[src/hw/rtl/rtb_pkg.sv]
package rtb_pkg;

	localparam int unsigned NumChan    = 4;
	localparam int unsigned NumColour  = 3;
	localparam int unsigned ChanW      = 8;
	localparam int unsigned ProdW      = 2 * ChanW;
	localparam int unsigned AlphaChan  = 3;

	typedef logic [ChanW-1:0] chan_t;
	typedef logic [ProdW-1:0] prod_t;
	typedef logic [NumChan*ChanW-1:0] rgba_t;

	typedef enum logic [1:0] {
		MODE_OPAQUE    = 2'd0,
		MODE_ADD       = 2'd1,
		MODE_ALPHA     = 2'd2,
		MODE_ALPHA_ALT = 2'd3
	} blend_mode_t;

	localparam chan_t ChanMax = '1;

	// Exact floor(x / 255) for any x up to 255 * 255, using the usual
	// add-and-shift identity instead of a divider.
	function automatic chan_t div255(input prod_t x);
		logic [ProdW:0] t;
		t = {1'b0, x} + {{ProdW{1'b0}}, 1'b1} + {{(ProdW + 1 - ChanW){1'b0}}, x[ProdW-1:ChanW]};
		return t[ProdW-1:ChanW];
	endfunction

	function automatic chan_t get_chan(input rgba_t px, input int unsigned idx);
		return px[idx*ChanW +: ChanW];
	endfunction

endpackage

[src/hw/rtl/rtb_if.sv]
interface rtb_frag_if;
	import rtb_pkg::*;

	logic        valid;
	logic        ready;
	rgba_t       texel;
	rgba_t       tint_color;
	rgba_t       dest_pixel;
	blend_mode_t blend_mode;

	modport source (output valid, texel, tint_color, dest_pixel, blend_mode, input ready);
	modport sink (input valid, texel, tint_color, dest_pixel, blend_mode, output ready);
endinterface

interface rtb_pix_if;
	import rtb_pkg::*;

	logic  valid;
	logic  ready;
	rgba_t result_pixel;

	modport source (output valid, result_pixel, input ready);
	modport sink (input valid, result_pixel, output ready);
endinterface

[src/hw/rtl/rgba_tint_and_blend.sv]
// Channel | Direction | Contents
// frag    | in        | texel, tint_color, dest_pixel (RGBA8), blend_mode
// pix     | out       | result_pixel (RGBA8)
//
// One fragment per clock sustained while pix keeps taking results; the result is
// registered through stages s1 to s4 and offered on pix from the last of them.
// Four register stages: tint multiply, divide by 255, blend multiply, blend sum.
// Reset clears only the stage valid bits.
// Each stage is held while the next one is full and stalled, so a stall at
// pix backs up stage by stage and empty stages still fill.
module rgba_tint_and_blend (
	input  logic      clk,
	input  logic      arst_n,
	rtb_frag_if.sink  frag,
	rtb_pix_if.source pix
);
	import rtb_pkg::*;

	logic valid_s1, valid_s2, valid_s3, valid_s4;
	logic ready_s1, ready_s2, ready_s3, ready_s4;

	prod_t       prod_s1 [NumChan];
	rgba_t       dest_s1;
	blend_mode_t mode_s1;

	rgba_t       src_s2;
	rgba_t       dest_s2;
	blend_mode_t mode_s2;

	prod_t ps_s3 [NumColour];
	prod_t pd_s3 [NumColour];
	chan_t dcol_s3 [NumColour];
	rgba_t src_s3;
	logic  pass_s3;
	logic  add_s3;

	rgba_t res_s4;

	assign ready_s4 = !valid_s4 || pix.ready;
	assign ready_s3 = !valid_s3 || ready_s4;
	assign ready_s2 = !valid_s2 || ready_s3;
	assign ready_s1 = !valid_s1 || ready_s2;
	assign frag.ready = ready_s1;

	always_ff @(posedge clk or negedge arst_n) begin
		if (!arst_n) begin
			valid_s1 <= 1'b0;
			valid_s2 <= 1'b0;
			valid_s3 <= 1'b0;
			valid_s4 <= 1'b0;
		end else begin
			if (ready_s1) valid_s1 <= frag.valid;
			if (ready_s2) valid_s2 <= valid_s1;
			if (ready_s3) valid_s3 <= valid_s2;
			if (ready_s4) valid_s4 <= valid_s3;
		end
	end

	// Stage 1: texel times tint, per channel.
	always_ff @(posedge clk) begin
		if (ready_s1 && frag.valid) begin
			for (int unsigned i = 0; i < NumChan; i++) begin
				prod_s1[i] <= prod_t'(get_chan(frag.texel, i)) *
					prod_t'(get_chan(frag.tint_color, i));
			end
			dest_s1 <= frag.dest_pixel;
			mode_s1 <= frag.blend_mode;
		end
	end

	// Stage 2: scale back to eight bits, which gives the source colour.
	always_ff @(posedge clk) begin
		if (ready_s2 && valid_s1) begin
			for (int unsigned i = 0; i < NumChan; i++) begin
				src_s2[i*ChanW +: ChanW] <= div255(prod_s1[i]);
			end
			dest_s2 <= dest_s1;
			mode_s2 <= mode_s1;
		end
	end

	// Stage 3: weight source and destination by source alpha.
	chan_t sa_s2;
	chan_t inv_sa_s2;
	assign sa_s2     = get_chan(src_s2, AlphaChan);
	assign inv_sa_s2 = ChanMax - sa_s2;

	always_ff @(posedge clk) begin
		if (ready_s3 && valid_s2) begin
			for (int unsigned i = 0; i < NumColour; i++) begin
				ps_s3[i]   <= prod_t'(get_chan(src_s2, i)) * prod_t'(sa_s2);
				pd_s3[i]   <= prod_t'(get_chan(dest_s2, i)) * prod_t'(inv_sa_s2);
				dcol_s3[i] <= get_chan(dest_s2, i);
			end
			src_s3  <= src_s2;
			pass_s3 <= (mode_s2 == MODE_OPAQUE) || (sa_s2 == ChanMax);
			add_s3  <= (mode_s2 == MODE_ADD);
		end
	end

	// Stage 4: pass-through, additive with saturation, or source-over average.
	rgba_t blend_s3;
	always_comb begin
		logic [ChanW:0] sum;
		blend_s3 = '0;
		blend_s3[AlphaChan*ChanW +: ChanW] = ChanMax;
		for (int unsigned i = 0; i < NumColour; i++) begin
			sum = {1'b0, dcol_s3[i]} + {1'b0, div255(ps_s3[i])};
			if (add_s3) begin
				blend_s3[i*ChanW +: ChanW] = sum[ChanW] ? ChanMax : sum[ChanW-1:0];
			end else begin
				blend_s3[i*ChanW +: ChanW] = div255(ps_s3[i] + pd_s3[i]);
			end
		end
	end

	always_ff @(posedge clk) begin
		if (ready_s4 && valid_s3) begin
			res_s4 <= pass_s3 ? src_s3 : blend_s3;
		end
	end

	assign pix.valid        = valid_s4;
	assign pix.result_pixel = res_s4;

endmodule

[src/flat_wrapper.sv]
// flat-port wrapper written by rule: the top's interface ports become plain ports
module rgba_tint_and_blend_flat import rtb_pkg::*;
  (clk, arst_n, frag_valid, frag_texel, frag_tint_color, frag_dest_pixel, frag_blend_mode, frag_ready, pix_valid, pix_result_pixel, pix_ready);
  rtb_frag_if frag_i ();
  rtb_pix_if pix_i ();
  input  logic clk;
  input  logic arst_n;
  input wire logic [$bits(frag_i.valid)-1:0] frag_valid;
  input wire logic [$bits(frag_i.texel)-1:0] frag_texel;
  input wire logic [$bits(frag_i.tint_color)-1:0] frag_tint_color;
  input wire logic [$bits(frag_i.dest_pixel)-1:0] frag_dest_pixel;
  input wire logic [$bits(frag_i.blend_mode)-1:0] frag_blend_mode;
  output wire logic [$bits(frag_i.ready)-1:0] frag_ready;
  output wire logic [$bits(pix_i.valid)-1:0] pix_valid;
  output wire logic [$bits(pix_i.result_pixel)-1:0] pix_result_pixel;
  input wire logic [$bits(pix_i.ready)-1:0] pix_ready;
  assign frag_i.valid = frag_valid;
  assign frag_i.texel = frag_texel;
  assign frag_i.tint_color = frag_tint_color;
  assign frag_i.dest_pixel = frag_dest_pixel;
  assign frag_i.blend_mode = frag_blend_mode;
  assign frag_ready = frag_i.ready;
  assign pix_valid = pix_i.valid;
  assign pix_result_pixel = pix_i.result_pixel;
  assign pix_i.ready = pix_ready;
  rgba_tint_and_blend u_core (.clk(clk), .arst_n(arst_n), .frag(frag_i), .pix(pix_i));
endmodule
[config.mk]
export PLATFORM = sky130hd
export DESIGN_NAME = rgba_tint_and_blend_flat
export DESIGN_NICKNAME = d
export VERILOG_FILES = /design/src/hw/rtl/rtb_pkg.sv /design/src/hw/rtl/rtb_if.sv /design/src/hw/rtl/rgba_tint_and_blend.sv /design/src/flat_wrapper.sv
export SDC_FILE = /design/constraint.sdc
export NUM_CORES = 2
export LEC_CHECK = 0
export ABC_AREA = 1
export BUFFER_PORTS_ARGS = -buffer_cell sky130_fd_sc_hd__buf_4
export CAP_MARGIN = 20
export CORE_UTILIZATION = 55
export DETAILED_ROUTE_END_ITERATION = 10
export GPL_TIMING_DRIVEN = 0
export PLACE_DENSITY = 0.72
export SYNTH_ARGS = -nofsm -noshare
export SYNTH_HDL_FRONTEND = slang
export SYNTH_SLANG_ARGS = --single-unit
[constraint.sdc]
create_clock -name clk -period 8.7 [get_ports clk]
set_input_delay 1.305 -clock clk [delete_from_list [all_inputs] [get_ports clk]]
set_output_delay 1.305 -clock clk [all_outputs]
set_load 0.02 [all_outputs]
# Yosys cells after proc, flatten, opt, wreduce, memory -nomap -nowiden
# Memories as Yosys holds them, arrays and structs flattened.
# Index checks and enable logic that the tools add are counted.
[classes] n_mux=11 add_sub_neg=27 multipliers=10 n_eq_ne=2 reduce_logical=14
[op_table] op="adder 16 x 1 -> 16 bit (second input constant)" n=10
[op_table] op="adder 16 x 8 -> 16 bit" n=10
[op_table] op="multiplier 8 x 8 -> 16 bit" n=10
[op_table] op="adder 16 bit" n=3
[op_table] op="2-to-1 mux 8 bit" n=6
[op_table] op="adder 8 x 8 -> 9 bit" n=3
[op_table] op="2-to-1 mux 24 bit" n=1
[op_table] op="== test 8 bit (second input constant)" n=1
[op_table] op="subtractor 8 bit (first input constant)" n=1
[op_table] op="logical OR 1 bit" n=5
[op_table] op="logical AND 1 bit" n=4
[op_table] op="logical NOT 1 bit" n=4
[op_table] op="2-to-1 mux 1 bit" n=4
[op_table] op="== test 2 x 1 -> 1 bit (second input constant)" n=1
[op_table] op="logical NOT 2 bit" n=1
[totals] regBits=154 n_memories=4 wordCells=82 mem_bits_rw=184 in_bits=102 out_inout_bits=34
[memory_table] name="u_core.prod_s1" depth=4 width=16 rd=4 rd_clocked_by_memory_dff=0 wr=4 line_no="rgba_tint_and_blend.sv:22" source="prod_t prod_s1 [NumChan];"
[memory_table] name="u_core.pd_s3" depth=3 width=16 rd=3 rd_clocked_by_memory_dff=0 wr=3 line_no="rgba_tint_and_blend.sv:31" source="prod_t pd_s3 [NumColour];"
[memory_table] name="u_core.ps_s3" depth=3 width=16 rd=3 rd_clocked_by_memory_dff=0 wr=3 line_no="rgba_tint_and_blend.sv:30" source="prod_t ps_s3 [NumColour];"
[memory_table] name="u_core.dcol_s3" depth=3 width=8 rd=3 rd_clocked_by_memory_dff=0 wr=3 line_no="rgba_tint_and_blend.sv:32" source="chan_t dcol_s3 [NumColour];"

# Logic depth before layout (Yosys ltp)
[logic_depth] ltp_word=8 ltp_mapped=27 mapped_depth_nobuf=27

# Worst setup path before layout
# Ideal clock, no wire load.
[synth_path] kind="input to register" startpoint="input port pix_ready" endpoint="register u_core.dest_s1[0], enable pin" required_time_ns=8.159 path_slack_ns=2.716 path_buffers=0 setup_time_ns=0.541 arrival_time_ns=5.443 stages=8 path_cell_list="nor2_1 inv_1 nor2_1 inv_1 nor2_1 inv_1 nor2_1 nor2_1"
[synth_between] elab_chain_cells=5
[synth_lines] element="from (decl)" line_no="flat_wrapper.sv:16" source="input wire logic [$bits(pix_i.ready)-1:0] pix_ready;"
[synth_lines] element="logical OR 1 bit" line_no="rgba_tint_and_blend.sv:39" source="assign ready_s4 = !valid_s4 || pix.ready;"
[synth_lines] element="logical OR 1 bit" line_no="rgba_tint_and_blend.sv:40" source="assign ready_s3 = !valid_s3 || ready_s4;"
[synth_lines] element="logical OR 1 bit" line_no="rgba_tint_and_blend.sv:41" source="assign ready_s2 = !valid_s2 || ready_s3;"
[synth_lines] element="logical OR 1 bit" line_no="rgba_tint_and_blend.sv:42" source="assign ready_s1 = !valid_s1 || ready_s2;"
[synth_lines] element="logical AND 1 bit" line_no="rgba_tint_and_blend.sv:61" source="if (ready_s1 && frag.valid) begin"
[synth_lines] element="to (signal assigned)" line_no="rgba_tint_and_blend.sv:66" source="dest_s1 <= frag.dest_pixel;"
[synth_lines] element="to (decl)" line_no="rgba_tint_and_blend.sv:23" source="rgba_t dest_s1;"
# Every way passes these cells.
# A chain may end at the register's enable or synchronous reset.

==> results.toml <==
[run_status]
status = "complete, no violations"

[routing]
first_pass_iters = 6
drt_iter0_drc = 1741
finalWirelength_um = 88600
vias_per_cell = 5.11
antenna_left = 0
drcViolationCount = 0
vias = 28800
wl_per_cell_um = 15.7

[timing]
rsz0062_at_grt = "false"
fin_setup_tns_ps = 0
fin_crit_ps = 6010
fin_crit_sh_pct = 69.0
max_freq_mhz = 167
setup_viol = 0
fin_skew_ps = 19.0
relSlewSlack_pct = 39.7
tightest_slew_ps = 905
hold_violations = 0
drv_slew = 0

[cts]
ctsHoldBuffers = 0
clkTransAtPathRegs_ps = 60
clock_path_buffers = 3
cts_setup_buffers = 0
cts_made_buffers = 38
root_buffer = "clkbuf_16"
htree_levels = 2
cts_resized = 0
insertion_delay_ps = 560
cts_tree = "yes"
clock-sinks = 338

[placed_design]
placed_cells = 5562
hpwlAfterDp_um = 73100
gp_congestion = 0.951
postPlaceCellArea_um2 = 40300
io_buffer_count = 63

[global_route]
grt_max_degree = 84
grt_pass1_vias = 28200
antenna_found_initial = 4
track_usage_pct = 25.5
overflow = 0
grt_pass1_wl_um = 143000

[critical_path]
critPathKind = "flip-flop to flip-flop"
critPathMaxFanout = 10
worst-r2r-cell-count = 22
worstReg2RegStart = "u_core.src_s2[26]$_DFFE_PP_"
crit_path_end_kind = "flip-flop"
worstSetupStartpointType = "flip-flop"
required_ps = 9010
arrival_ps = 6320
r2r_end = "u_core.pd_s3[0][47]$_DFFE_PP_"
r2r_slack_ps = 2690

[worst_hold_path]
hold_class = "flip-flop to flip-flop"
worstHoldPathCells = 0
min_from = "u_core.dest_s1[20]$_DFFE_PP_"
min_to = "u_core.dest_s2[20]$_DFFE_PP_"

[logic_synthesis]
synth_area_um2 = 38500
synth_top_area_cell = "edfxtp_1"
synth.distinct_cells = 53
synth_top_area_share_pct = 26.0
ys_async_sr_fraction_pct = 1.18
syn_area_per_cell_um2 = 8.44
synth_nets = 5527
ys_top_cells_by_area = "edfxtp_1, fa_1, ha_1"
synthCells = 4563
synth_edf_count = 334
ys.flop_type = "edfxtp_1"
synth_commonest_cells = "inv_1, nand2_1, ha_1, fa_1, nor2_1"
yosys_register_bits = 338
yosysSeqAreaShare_pct = 26.3
yosysMostFrequentCell = "inv_1"
ys_warn_count = 0

[run]
cap_violations = 0

[finish]
syn_to_final_growth_pct = 7.93
drive_gt1_share_pct = 5.15
final_cell_area_um2 = 41600
finalNonFillerCells = 5632
seqCellArea_um2 = 10100
fill_cells = 6158
fin_util_pct = 60.3
nNetsFinal = 5635
multiInputGateArea_um2 = 23500

[die]
fp.dieArea_um2 = 71100
die_w_um = 267
core-area_um2 = 68900
rows = 96
io_pins = 136
dieHeight_um = 267
start_util_pct = 55.9
## stage by stage
| stage | hold WS [ps] | setup WS [ps] |
|---|---|---|
| 2_1_floorplan | 400 | 2720 |
| 5_1_grt | 421 | 2390 |
| 6_report | 406 | 2690 |
| 3_5_place_dp | 405 | 2820 |
| 4_1_cts | 412 | 2770 |
| 3_3_place_gp | 401 | 671 |
## placed cells by master (no fill, tap or decap), drive strengths merged, types with 2 or more instances in the layout
cell type	n
edfxtp	334
o21a	4
dfrtp	4
or2	17
bufinv	5
a31oi	8
buf	87
ha	496
a211oi	4
o221ai	5
and2	2
a21o	7
fa	366
o211ai	5
clkbuf	161
and3	3
xor2	116
nand3	146
nor2	350
nor3	8
a21oi	250
clkinvlp	3
o21ai	78
nand3b	6
inv	1128
o21bai	15
clkinv	19
nor4	5
a21boi	7
nand4	26
xnor2	70
nand2	961
## cell type report
cell class | count | area share (%)
plain buffers | 140 | 1.53
well taps | 931 | 2.80
multi-input cells | 2958 | 56.6
repair buffers | 68 | 1.40
inverters | 1127 | 10.2
clock buffers | 41 | 2.36
diodes | 1 | 0.00602
flip-flops and latches | 338 | 24.4
clock inverters | 28 | 0.731
## state kept, by name, indices dropped and copies added (netlist names)
register and cells:
u_core.dest_s2 24, u_core.mode_s1 2, u_core.add_s3 1, u_core.prod_s1 64
u_core.valid_s1 1, u_core.dest_s1 24, u_core.valid_s3 1, u_core.mode_s2 2
u_core.pd_s3 48, u_core.ps_s3 48, u_core.pass_s3 1, u_core.pix.valid 1
u_core.src_s3 32, u_core.src_s2 32, u_core.dcol_s3 24, u_core.valid_s2 1
u_core.pix.result_pixel 32
## worst max path at each step
stage	from	end	slack [ps]	cells past startpoint
2_1_floorplan	pix_ready	u_core.dest_s1[0]$_DFFE_PP_	2720	8
3_3_place_gp	pix_ready	u_core.dest_s1[2]$_DFFE_PP_	670	9
3_5_place_dp	u_core.src_s2[26]$_DFFE_PP_	u_core.ps_s3[0][15]$_DFFE_PP_	2820	21
4_1_cts	u_core.src_s2[26]$_DFFE_PP_	u_core.pd_s3[0][47]$_DFFE_PP_	2770	22
5_1_grt	u_core.src_s2[26]$_DFFE_PP_	u_core.pd_s3[0][47]$_DFFE_PP_	2390	22
6_report	u_core.src_s2[26]$_DFFE_PP_	u_core.pd_s3[0][47]$_DFFE_PP_	2690	22
## critical path, cell delays in order (launching register included)
cell      delay, ps
edfxtp_1        340
clkbuf_1        620
clkbuf_1        740
nor2_1          210
fa_1            510
fa_1            490
inv_1            50
fa_1            490
fa_1            490
inv_1            40
ha_1            320
a21oi_1         140
o21ai_0         140
a21oi_1         140
inv_1            50
nand2_1          50
nand2_1          70
a21boi_0        280
o21ai_0         190
a21oi_1         170
nor2_1           50
nor2_1          110
xor2_1           80
## metal layers
metal / GRT usage, % / vias up / share of wire (%)
met5: 0 / - / 0.015
met4: 8.00 / 2 / 3.2
met3: 3.69 / 158 / 6.8
met2: 43.3 / 762 / 48
met1: 33.5 / 13700 / 43
li1: - / 14200 / -
## cells by family after synthesis
kind of cell / synth area share (%)
xor gates and xnor gates: 4.31
AOI/OAI and AO/OA: 5.46
and+or+nand+nor: 16.2
buffers and inverters: 12.6
adders and majority gates: 35.1
DFF: 26.3
Power is left out: the tool's default activity adds up to more than one toggle a clock period on the data nets, which glitch-free logic cannot reach.
